[src/dqap_pkg.sv]
package dqap_pkg;

  localparam logic [7:0] CH_ZERO = 8'h30;
  localparam logic [7:0] CH_NINE = 8'h39;
  localparam logic [7:0] CH_DOT = 8'h2E;
  localparam logic [7:0] OCTET_FORBIDDEN = 8'd255;
  localparam logic [1:0] MAX_GROUP_DIGITS = 2'd3;
  localparam logic [2:0] DOTS_NEEDED = 3'd3;
  localparam logic [2:0] DOT_SATURATE = 3'd4;
  localparam int unsigned NUM_OCTETS = 4;

  typedef struct packed {
    logic error_seen;
    logic [2:0] dot_count;
    logic [1:0] group_digit_count;
    logic [NUM_OCTETS-1:0][7:0] octet_store;
  } parse_state_t;

  localparam parse_state_t PARSE_STATE_CLEAR = '0;

endpackage

[src/dqap_char_step.sv]
module dqap_char_step
  import dqap_pkg::*;
(
  input  parse_state_t cur,
  input  logic [7:0]   character,
  output parse_state_t nxt
);

  logic [1:0] idx;
  logic [7:0] digit;
  logic [7:0] old_octet;
  logic [7:0] new_octet;
  logic       is_digit;

  assign idx = cur.dot_count[1:0];
  assign digit = character - CH_ZERO;
  assign old_octet = cur.octet_store[idx];
  // value*10 + digit, kept to 8 bits as a byte store would
  assign new_octet = {old_octet[4:0], 3'b000} + {old_octet[6:0], 1'b0} + digit;
  assign is_digit = (character >= CH_ZERO) && (character <= CH_NINE);

  always_comb begin
    nxt = cur;
    if (!cur.error_seen) begin
      if (character == CH_DOT) begin
        nxt.group_digit_count = '0;
        if (cur.dot_count < DOT_SATURATE) begin
          nxt.dot_count = cur.dot_count + 3'd1;
        end
      end else if (!is_digit) begin
        nxt.error_seen = 1'b1;
      end else if (cur.group_digit_count >= MAX_GROUP_DIGITS) begin
        nxt.error_seen = 1'b1;
      end else begin
        nxt.group_digit_count = cur.group_digit_count + 2'd1;
        if (!cur.dot_count[2]) begin
          nxt.octet_store[idx] = new_octet;
        end
      end
    end
  end

endmodule

[src/dotted_quad_address_parser.sv]
// Dotted-decimal IPv4 address parser.
// Input channel (char_valid/char_ready): one byte of address text per beat,
// with last_character high on the final byte of each string.
// Output channel (result_valid/result_ready): one beat per string, carrying
// status (0 valid, 1 malformed or forbidden) and the four octets, which read
// as zero when status is 1.
// Throughput: one character per cycle while char_ready is high; each digit is
// folded into its octet by a single multiply-by-ten-and-add step.
// Latency: the result beat appears the cycle after the marked final character
// is accepted.
// The result sits in one output register. While it waits unaccepted,
// char_ready is low; when result_ready is high the register is drained and
// refilled in the same cycle, so strings can follow back to back.
// Reset clears the parse state and empties the output register.
module dotted_quad_address_parser
  import dqap_pkg::*;
(
  input  logic       clk,
  input  logic       rst,
  input  logic       char_valid,
  output logic       char_ready,
  input  logic [7:0] character,
  input  logic       last_character,
  output logic       result_valid,
  input  logic       result_ready,
  output logic       status,
  output logic [7:0] octet_first,
  output logic [7:0] octet_second,
  output logic [7:0] octet_third,
  output logic [7:0] octet_fourth
);

  parse_state_t state;
  parse_state_t state_next;
  logic         accept;
  logic         bad;

  dqap_char_step u_step (
    .cur       (state),
    .character (character),
    .nxt       (state_next)
  );

  assign char_ready = !result_valid || result_ready;
  assign accept = char_valid && char_ready;

  always_comb begin
    bad = state_next.error_seen || (state_next.dot_count != DOTS_NEEDED);
    for (int k = 0; k < NUM_OCTETS; k++) begin
      if (state_next.octet_store[k] == OCTET_FORBIDDEN) begin
        bad = 1'b1;
      end
    end
    if (state_next.octet_store[0] == 8'd0 || state_next.octet_store[3] == 8'd0) begin
      bad = 1'b1;
    end
  end

  always_ff @(posedge clk) begin
    if (rst) begin
      state <= PARSE_STATE_CLEAR;
      result_valid <= 1'b0;
    end else begin
      if (result_valid && result_ready) begin
        result_valid <= 1'b0;
      end
      if (accept) begin
        if (last_character) begin
          state <= PARSE_STATE_CLEAR;
          result_valid <= 1'b1;
        end else begin
          state <= state_next;
        end
      end
    end
  end

  always_ff @(posedge clk) begin
    if (accept && last_character) begin
      status <= bad;
      octet_first <= bad ? 8'd0 : state_next.octet_store[0];
      octet_second <= bad ? 8'd0 : state_next.octet_store[1];
      octet_third <= bad ? 8'd0 : state_next.octet_store[2];
      octet_fourth <= bad ? 8'd0 : state_next.octet_store[3];
    end
  end

endmodule

[config.mk]
export PLATFORM = sky130hd
export DESIGN_NAME = dotted_quad_address_parser
export DESIGN_NICKNAME = d
export VERILOG_FILES = /design/src/dqap_pkg.sv /design/src/dqap_char_step.sv /design/src/dotted_quad_address_parser.sv
export SDC_FILE = /design/constraint.sdc
export NUM_CORES = 1
export LEC_CHECK = 0
export ABC_AREA = 0
export ABC_CLOCK_PERIOD_IN_PS = 7900
export BUFFER_PORTS_ARGS = -buffer_cell sky130_fd_sc_hd__buf_2
export CAP_MARGIN = 20
export CORE_AREA = 2 2 104 106
export CTS_BUF_LIST = sky130_fd_sc_hd__clkbuf_2
export CTS_CLUSTER_DIAMETER = 30
export DETAILED_ROUTE_END_ITERATION = 8
export DIE_AREA = 0 0 106 108
export PLACE_DENSITY_LB_ADDON = 0.12
export SYNTH_ARGS = -nofsm -noshare
export SYNTH_HDL_FRONTEND = slang
export SYNTH_SLANG_ARGS = --single-unit
[constraint.sdc]
create_clock -name clk -period 7.9 [get_ports clk]
set_input_delay 1.975 -clock clk [delete_from_list [all_inputs] [get_ports clk]]
set_output_delay 1.975 -clock clk [all_outputs]
set_load 0.02 [all_outputs]
### Word level (Yosys, flattened, before mapping)

Cells that the tools add are included.

* add/sub/neg operators: 5
* $mul: 0
* div/mod/pow operators: 0
* magnitude comparators: 6
* equality and inequality tests: 8
* shift-type cells: 0
* multiplexer cells: 25
* bitwise gates (word level): 0
* reductions and logical operators: 13

Operators by type and width (count)
* two-way mux 38 bit: 2
* two-way mux 34 bit: 2
* two-way mux 32 bit: 2
* bitwise mux 32 bit: 1
* == test 8 bit (second input constant): 4
* adder 8 bit: 2
* binary-select mux 8 bit (select 2 bit): 1
* demux 8 bit (select 2 bit): 1
* logical NOT 8 bit: 2
* two-way mux 1 bit: 11
* == test 8 x 6 -> 1 bit (second input constant): 1
* >= comparator 8 x 6 -> 1 bit (second input constant): 1
* <= comparator 8 x 6 -> 1 bit (second input constant): 1
* two-way mux 8 bit: 1
* subtractor 8 x 6 -> 8 bit (second input constant): 1
* two-way mux 7 bit: 1
* two-way mux 3 bit: 2
* != test 3 x 2 -> 1 bit (second input constant): 2
* logical AND 1 bit: 5
* AND reduction 4 bit: 1
* adder 3 x 1 -> 3 bit (second input constant): 1
* logical OR 1 bit: 3
* < comparator 2 x 3 -> 1 bit (second input constant): 1
* < comparator 3 bit (second input constant): 1
* 7 further kinds: 7

* bits in registers: 72
* bits in latches: 0
* RAM bits: 0
* ROM bits: 0
* input port bits: 13
* output and inout port bits: 35
* word-level logic and storage cells: 70
* memories: 0

### Longest topological paths before layout

Gate-level depths: netlist (run 1).

* word-level depth: 17
* gate-level depth with buffers: 15
* gate-level depth less buffers: 13

### Modules after synthesis

A second synthesis (run 1) with hierarchy kept.

* cell total of the unflattened synthesis: 409
* area, all modules: 4101.4 µm²

Modules (own cells, without submodules)
* dotted_quad_address_parser: instances 1, cells each 276, area each 2921.6 µm², sequential area each 1771.7 µm²
* dqap_char_step: instances 1, cells each 133, area each 1179.9 µm², sequential area each 0.0 µm²

### Worst setup path before layout (run 1)

No wires, ideal clock.

* path type: input port to flip-flop
* from: in character[3]
* to: reg octet_fourth[0], data pin
* library setup time: 0.255 ns
* arrival: 4.887 ns
* required time: 7.645 ns
* path slack: 2.758 ns
* cell stages on the path: 13
* buffers on the path: 1
* cell sequence: inv_1 > fa_1 > inv_1 > ha_1 > ha_1 > fa_1 > a21o_1 > a21oi_1 > xnor3_2 > a21boi_1 > o211ai_4 > buf_6 > nor2_2

* word-level cells in the longest chain between the ends: 14
* elaborated cells between the ends (all ways): 29
* those cells by class: add/sub (2); order compare (2); eq/ne (6); mux (14); reduce/logical (5)

RTL lines
* from (decl): RTL line dotted_quad_address_parser.sv:22 `input logic [7:0] character,`
* subtractor 8 x 6 -> 8 bit: RTL line dqap_char_step.sv:16 `assign digit = character - CH_ZERO;`
* adder 8 bit: RTL line dqap_char_step.sv:19 `assign new_octet = {old_octet[4:0], 3'b000} + {old_octet[6:0], 1'b0} + digit;`
* bitwise mux 32 bit: RTL line dqap_char_step.sv:37 `nxt.octet_store[idx] = new_octet;`
* two-way mux 32 bit: RTL line dqap_char_step.sv:36 `if (!cur.dot_count[2]) begin`
* two-way mux 34 bit: RTL line dqap_char_step.sv:32 `end else if (cur.group_digit_count >= MAX_GROUP_DIGITS) begin`
* two-way mux 34 bit: RTL line dqap_char_step.sv:30 `end else if (!is_digit) begin`
* two-way mux 32 bit: RTL line dqap_char_step.sv:25 `if (character == CH_DOT) begin`
* two-way mux 38 bit *: RTL line dqap_char_step.sv:24 `if (!cur.error_seen) begin`
* == test 8 bit: RTL line dotted_quad_address_parser.sv:50 `if (state_next.octet_store[k] == OCTET_FORBIDDEN) begin`
* two-way mux 1 bit (4 in series): RTL line dotted_quad_address_parser.sv:50
* two-way mux 1 bit: RTL line dotted_quad_address_parser.sv:54 `if (state_next.octet_store[0] == 8'd0 || state_next.octet_store[3] == 8'd0) begin`
* to (signal assigned): RTL line dotted_quad_address_parser.sv:84 `octet_fourth <= bad ? 8'd0 : state_next.octet_store[3];`
* to (decl): RTL line dotted_quad_address_parser.sv:30 `output logic [7:0] octet_fourth`

Every way passes the cells marked *; elsewhere a longest branch is shown, timed or not. The select of a mux whose other input is x is not followed.
A chain may end at the register's enable or synchronous reset.

### Final worst setup path (run 1)

* from: in character[3]
* to: reg octet_second[5], data pin

* word-level cells in the longest chain between the ends: 14
* elaborated cells between the ends (all ways): 29
* those cells by class: add/sub (2); order compare (2); eq/ne (6); mux (14); reduce/logical (5)

RTL lines
* subtractor 8 x 6 -> 8 bit: RTL line dqap_char_step.sv:16
* adder 8 bit: RTL line dqap_char_step.sv:19
* bitwise mux 32 bit: RTL line dqap_char_step.sv:37
* two-way mux 32 bit: RTL line dqap_char_step.sv:36
* two-way mux 34 bit: RTL line dqap_char_step.sv:32
* two-way mux 34 bit: RTL line dqap_char_step.sv:30
* two-way mux 32 bit: RTL line dqap_char_step.sv:25
* two-way mux 38 bit *: RTL line dqap_char_step.sv:24
* == test 8 bit: RTL line dotted_quad_address_parser.sv:50
* two-way mux 1 bit (4 in series): RTL line dotted_quad_address_parser.sv:50
* two-way mux 1 bit: RTL line dotted_quad_address_parser.sv:54
* to (signal assigned): RTL line dotted_quad_address_parser.sv:82 `octet_second <= bad ? 8'd0 : state_next.octet_store[1];`
* to (decl): RTL line dotted_quad_address_parser.sv:28 `output logic [7:0] octet_second,`

Marked as above.

==> impl_metrics.yaml, run 1 <==
cts:
  holdBufCountCts: 0
  clk_latency_ps: 550
  cts.sinks: 72
  clk_pin_slew_worst_paths_ps: 230
  htreeDepth: 3
  cts-root-buf: "clkbuf_2"
  cts_tree: "yes"
  clock_path_buffers: 2
  cts_made_buffers: 9
  post_cts_buffers: 0
  ctsResizeCount: 0
synth:
  synth_mux_area_share_pct: 5.62
  synth_flop_cell: "dfxtp_1"
  synth_edf_count: 33
  synth.cells.most_frequent: "nor2_1, nand2_1, dfxtp_1"
  synth_compound_area_share_pct: 14.4
  synthesis.nets: 449
  synthAdderAreaFrac_pct: 7.41
  synth.most_common_cell: "nor2_1"
  syn-cell-area_mm2: 0.00405
  async_reset_ff_share_pct: 0
  synth_top_area_share_pct: 24.5
  synthTopCellsByArea: "edfxtp_1, dfxtp_1, a22oi_1"
  synth-seq-cells: 72
  ys_types: 50
  ys_warn_count: 0
  synth-xor-area-share_pct: 1.88
  yosys.area.top_type: "edfxtp_1"
  synth_area_per_cell_um2: 9.77
  synth_top_family_by_area: "simple AND/OR/NAND/NOR gates"
  synth-simple-area-share_pct: 22.5
  ys_seq_area_share_pct: 43.7
  syn_inst: 415
hold_path:
  hold_end: "state[33]"
  hp-class: "reg -> reg"
  holdCritStartpoint: "state[33]"
  worstHoldPathCells: 2
floorplanning:
  dieArea_mm2: 0.0114
  io_pins: 48
  core_mm2: 0.0102
  initial_utilization_pct: 39.6
  dieHeight_um: 108
  fp.dieW_um: 106
  row_count: 37
timing:
  tns_ps: 0
  tightestPinTransition_ps: 850
  post-route-min-period_ps: 5250
  skew_ps: 53.3
  maxSlewViolCount: 0
  finalHoldViolations: 0
  final.period_utilization_pct: 66.5
  setup_viol: 0
  rsz0062_at_grt: "false"
  fmax_mhz: 190
  slew_headroom_pct: 42.9
  timing.hold.ws_ps: 500
global_route:
  grt_pass1_vias: 3211
  grtUsageTotal_pct: 20.6
  grt_first_pass_wirelength_mm: 17.9
  grt_overflow: 0
  grt_max_degree: 41
  antenna_found_initial: 0
placement:
  place_inst: 578
  port_buffers: 47
  dp_hpwl_mm: 8.12
  place_congestion: 0.900
flow_run:
  drv_cap: 0
setup_path:
  timing.rr.start: "state[34]"
  endpoint_kind: "flop"
  regToRegEndpoint: "octet_second[5]"
  critical_path_class: "in -> reg"
  critPathMaxFanout: 23
  ff2ff_path_depth: 13
  cp.required_ps: 8160
  worstPathArrival_ps: 5510
  reg2reg_slack_ps: 2860
  start_kind: "primary input"
pwr:
  pwr-share-seq_pct: 57.3
  power.leakage_uw: 0.00152
  p_sw_share_pct: 29.0
  net-switching-power_uw: 201
  power_frac_clock_pct: 32.2
  p_comb_share_pct: 10.4
  power_density_mw_per_mm2: 155
  peakVddDrop_v: 0.0000744
  p_int_uw: 493
route:
  ant_nets: 0
  drt-pass1-iter-count: 5
  via_per_inst: 5.54
  route.detailed.drc: 0
  drt-initial-drc-count: 309
  num_vias: 3293
  wl_per_cell_um: 18.6
  totalWireLength_mm: 11.0
layout:
  drive_above_1_share_pct: 22.1
  syn2layout_area_growth_pct: 10.7
  fin_nets: 487
  final_cells: 594
  n_antenna_cell: 0
outcome:
  status: "completed"
==> registers in the layout, summed over array words and instances (netlist names) <==
register / flops
octet_second: 8
status: 1
octet_fourth: 8
state: 38
octet_first: 8
octet_third: 8
result_valid: 1
==> final cells by class <==
class | instances | area (µm²)
Multi-Input combinational cell | 302 | 2100
Inverter | 20 | 75.1
Fill cell | 1010 | 5750
Sequential cell | 72 | 1770
Clock buffer | 9 | 45.0
Timing Repair Buffer | 48 | 243
Clock inverter | 7 | 77.6
Tap cell | 136 | 170
==> layer usage <==
| layer | GRT usage, % | vias to the layer above | wire, µm |
|---|---|---|---|
| li1 | - | 1579 | - |
| met1 | 28.1 | 1563 | 5020 |
| met2 | 33.0 | 133 | 5040 |
| met3 | 3.92 | 18 | 678 |
| met4 | 7.24 | 0 | 293 |
| met5 | 0 | - | 0 |
==> critical path: stages <==
cell and delay [ps]:
buf_2 100, inv_1 60, fa_1 530, inv_1 40
ha_1 290, ha_1 230, fa_1 410, xnor2_1 500
and3_1 290, and2_1 140, a21boi_1 120, o211ai_4 750
nor2_2 70
==> worst max-delay path by stage <==
stage / cells after the start / slack [ps] / from / endpoint
2_1_floorplan: 13 / 2760 / character[3] / octet_fourth[0]
3_3_place_gp: 13 / 2150 / character[3] / octet_third[2]
3_5_place_dp: 13 / 2060 / character[3] / octet_third[0]
4_1_cts: 13 / 2640 / character[3] / octet_second[5]
5_1_grt: 13 / 2370 / character[3] / octet_second[5]
6_report: 13 / 2650 / character[3] / octet_second[5]
==> placed cells by master, fill, tap and decap left out, drive strengths merged, types with 10 or more instances in the layout <==
cell type,instances
buf,48
a21oi,32
dfxtp,39
nor4,17
nand4,10
inv,23
nor2,63
edfxtp,33
nand2,41
o21ai,12
a22oi,28
ha,16
==> power by group through the flow <==
stage,clock network (µW),registers (µW),logic (µW)
after detailed placement,0,406,72.7
after CTS,227,398,73.1
after floorplan,0,415,39.6
after global routing,241,399,79.8
final,224,398,72.4
after global placement,0,406,72.4
==> through the flow <==
step | setup WS [ps] | utilization (%) | instance area [µm²] | total power, µW
6_report | 2650 | 43.8 | 4480 | 694
5_1_grt | 2370 | 43.8 | 4480 | 720
4_1_cts | 2640 | 43.8 | 4480 | 698
3_5_place_dp | 2060 | 42.6 | 4360 | 478
3_3_place_gp | 2150 | 42.6 | 4360 | 478
2_1_floorplan | 2760 | - | 4050 | 454
==> cell families (layout without fill, tap and decap cells) <==
group / Yosys count / after routing
buffers and inverters: 41 / 84
XOR/XNOR: 7 / 7
flip-flops: 72 / 72
multiplexers: 14 / 14
adder cells (fa/ha/maj): 21 / 21
AND/OR/NAND/NOR: 174 / 174
AO/OA/AOI/OAI: 86 / 86
No activity file was read; power rests on OpenSTA's default activity.
==> run 2: changes to the inputs <==
--- a/config.mk
+++ b/config.mk
@@ -6,7 +6,7 @@
 export NUM_CORES = 1
 export LEC_CHECK = 0
 export ABC_AREA = 0
-export ABC_CLOCK_PERIOD_IN_PS = 7900
+export ABC_CLOCK_PERIOD_IN_PS = 4600
 export BUFFER_PORTS_ARGS = -buffer_cell sky130_fd_sc_hd__buf_2
 export CAP_MARGIN = 20
 export CORE_AREA = 2 2 104 106
==> constraint.sdc (replaced) <==
create_clock -name clk -period 4.6 [get_ports clk]
set_input_delay 1.15 -clock clk [delete_from_list [all_inputs] [get_ports clk]]
set_output_delay 1.15 -clock clk [all_outputs]
set_load 0.02 [all_outputs]
==> impl_metrics.yaml, run 2 (synthesis gave the netlist of run 1 again) <==
outcome:
  status: "completed"
route:
  totalWireLength_mm: 11.5
  wl_per_cell_um: 18.9
  num_vias: 3334
  drt-initial-drc-count: 347
  route.detailed.drc: 0
  via_per_inst: 5.48
  drt-pass1-iter-count: 5
  ant_nets: 0
setup_path:
  ff2ff_path_depth: 14
  reg2reg_slack_ps: 250
  critical_path_class: "reg -> reg"
  regToRegEndpoint: "octet_third[0]"
  critPathMaxFanout: 15
  endpoint_kind: "flop"
  timing.rr.start: "state[34]"
  worstPathArrival_ps: 4650
  start_kind: "flop"
  cp.required_ps: 4890
pwr:
  net-switching-power_uw: 345
  power_frac_clock_pct: 34.5
  p_total_uw: 1250
  p_comb_share_pct: 10.8
  p_sw_share_pct: 27.6
  p_int_uw: 906
  pwr-share-seq_pct: 54.6
  power.leakage_uw: 0.00161
  peakVddDrop_v: 0.000114
  power_density_mw_per_mm2: 270
timing:
  slew_headroom_pct: 47.2
  setup_viol: 0
  final.period_utilization_pct: 94.6
  finalHoldViolations: 0
  worst_slack_ps: 247
  fmax_mhz: 230
  skew_ps: 26.4
  maxSlewViolCount: 0
  tightestPinTransition_ps: 792
  rsz0062_at_grt: "false"
  tns_ps: 0
  post-route-min-period_ps: 4350
cts:
  htreeDepth: 3
  cts.sinks: 72
  clock_path_buffers: 2
  cts_made_buffers: 9
  cts_tree: "yes"
  clk_pin_slew_worst_paths_ps: 220
  clk_latency_ps: 530
  cts-root-buf: "clkbuf_2"
  holdBufCountCts: 0
hold_path:
  hp-class: "reg -> reg"
  hold_end: "state[33]"
  worstHoldPathCells: 2
  holdCritStartpoint: "state[33]"
layout:
  nFillCells: 1012
  largest_register_ffs: 38
  fin_nets: 501
  most-common-layout-cells: "nor2_1, buf_2, nand2_1"
  fin_area_mm2: 0.00464
  ff_latch_area_mm2: 0.00177
  syn2layout_area_growth_pct: 14.5
  layout_commonest_cell: "nor2_1"
  n_antenna_cell: 0
  multi_input_area_mm2: 0.00211
  drive_above_1_share_pct: 24.6
  largest-register: "state"
placement:
  place_ws_ps: -38.4
  dp_hpwl_mm: 8.46
  place_congestion: 0.921
  placed_area_mm2: 0.00449
  port_buffers: 47
global_route:
  grt_overflow: 0
  grt_pass1_vias: 3262
  antenna_found_initial: 0
  grt_max_degree: 41
  grtUsageTotal_pct: 21.7
  grt_first_pass_wirelength_mm: 18.7
floorplanning:
  core_mm2: 0.0102
  io_pins: 48
  fp.dieW_um: 106
  row_count: 37
  dieHeight_um: 108
  dieArea_mm2: 0.0114
  initial_utilization_pct: 39.6
flow_run:
  drv_cap: 0
## run 2: cell type report
class                   instances  share of cell area (%)
well taps                     136                    3.67
repair buffers                 62                    8.04
multi-input cells             302                    45.4
clock buffers                  10                    1.08
clock inverters                 6                    1.94
inverters                      20                    1.62
flip-flops and latches         72                    38.2
## run 2: power groups by stage
stage / Sequential, µW / Clock (µW) / Combinational [µW]
6_report: 683 / 432 / 136
3_3_place_gp: 697 / 0 / 134
2_1_floorplan: 712 / 0 / 68.1
3_5_place_dp: 697 / 0 / 135
4_1_cts: 684 / 439 / 135
5_1_grt: 685 / 471 / 148
## run 2: worst max path at each step
stage                       to  cells after the start          from
3_5_place_dp   octet_second[3]                     14  character[3]
2_1_floorplan  octet_fourth[0]                     13  character[3]
4_1_cts        octet_second[3]                     14     state[35]
5_1_grt         octet_third[2]                     14     state[34]
6_report        octet_third[0]                     14     state[34]
3_3_place_gp    octet_third[0]                     14  character[3]
## run 2: per-stage QoR
stage | hold slack, ps | util, % | cells
after floorplan | 449 | - | 415
after global placement | 460 | 43.9 | 592
after detailed placement | 481 | 43.9 | 592
after CTS | 509 | 45.3 | 608
after global routing | 541 | 45.3 | 608
final | 502 | 45.3 | 608
## run 2: worst max-delay path: stages (launching register included)
cell and delay, ps:
dfxtp_1 500, mux4_2 570, inv_1 140, fa_1 430, inv_1 70, ha_1 220
ha_1 230, fa_1 400, a21o_1 170, a21oi_1 170, xnor3_2 450, a21boi_1 220
o211ai_4 300, buf_12 190, a21oi_1 50
## run 2: layer usage
| layer | GRT usage, % | vias to the layer above | part of all wire (%) |
|---|---|---|---|
| met5 | 0 | - | 0 |
| met4 | 7.80 | 0 | 3.0 |
| met3 | 4.52 | 23 | 5.5 |
| met2 | 33.5 | 132 | 46 |
| met1 | 30.3 | 1579 | 45 |
| li1 | - | 1600 | - |
## run 2: what timing repair did
| action | in CTS | in global routing |
|---|---|---|
| buffers inserted | 0 | 0 |
| resized for setup | 0 | 2 |
| setup endpoints to repair | 0 | 23 |
| hold endpoints to repair | 0 | 0 |
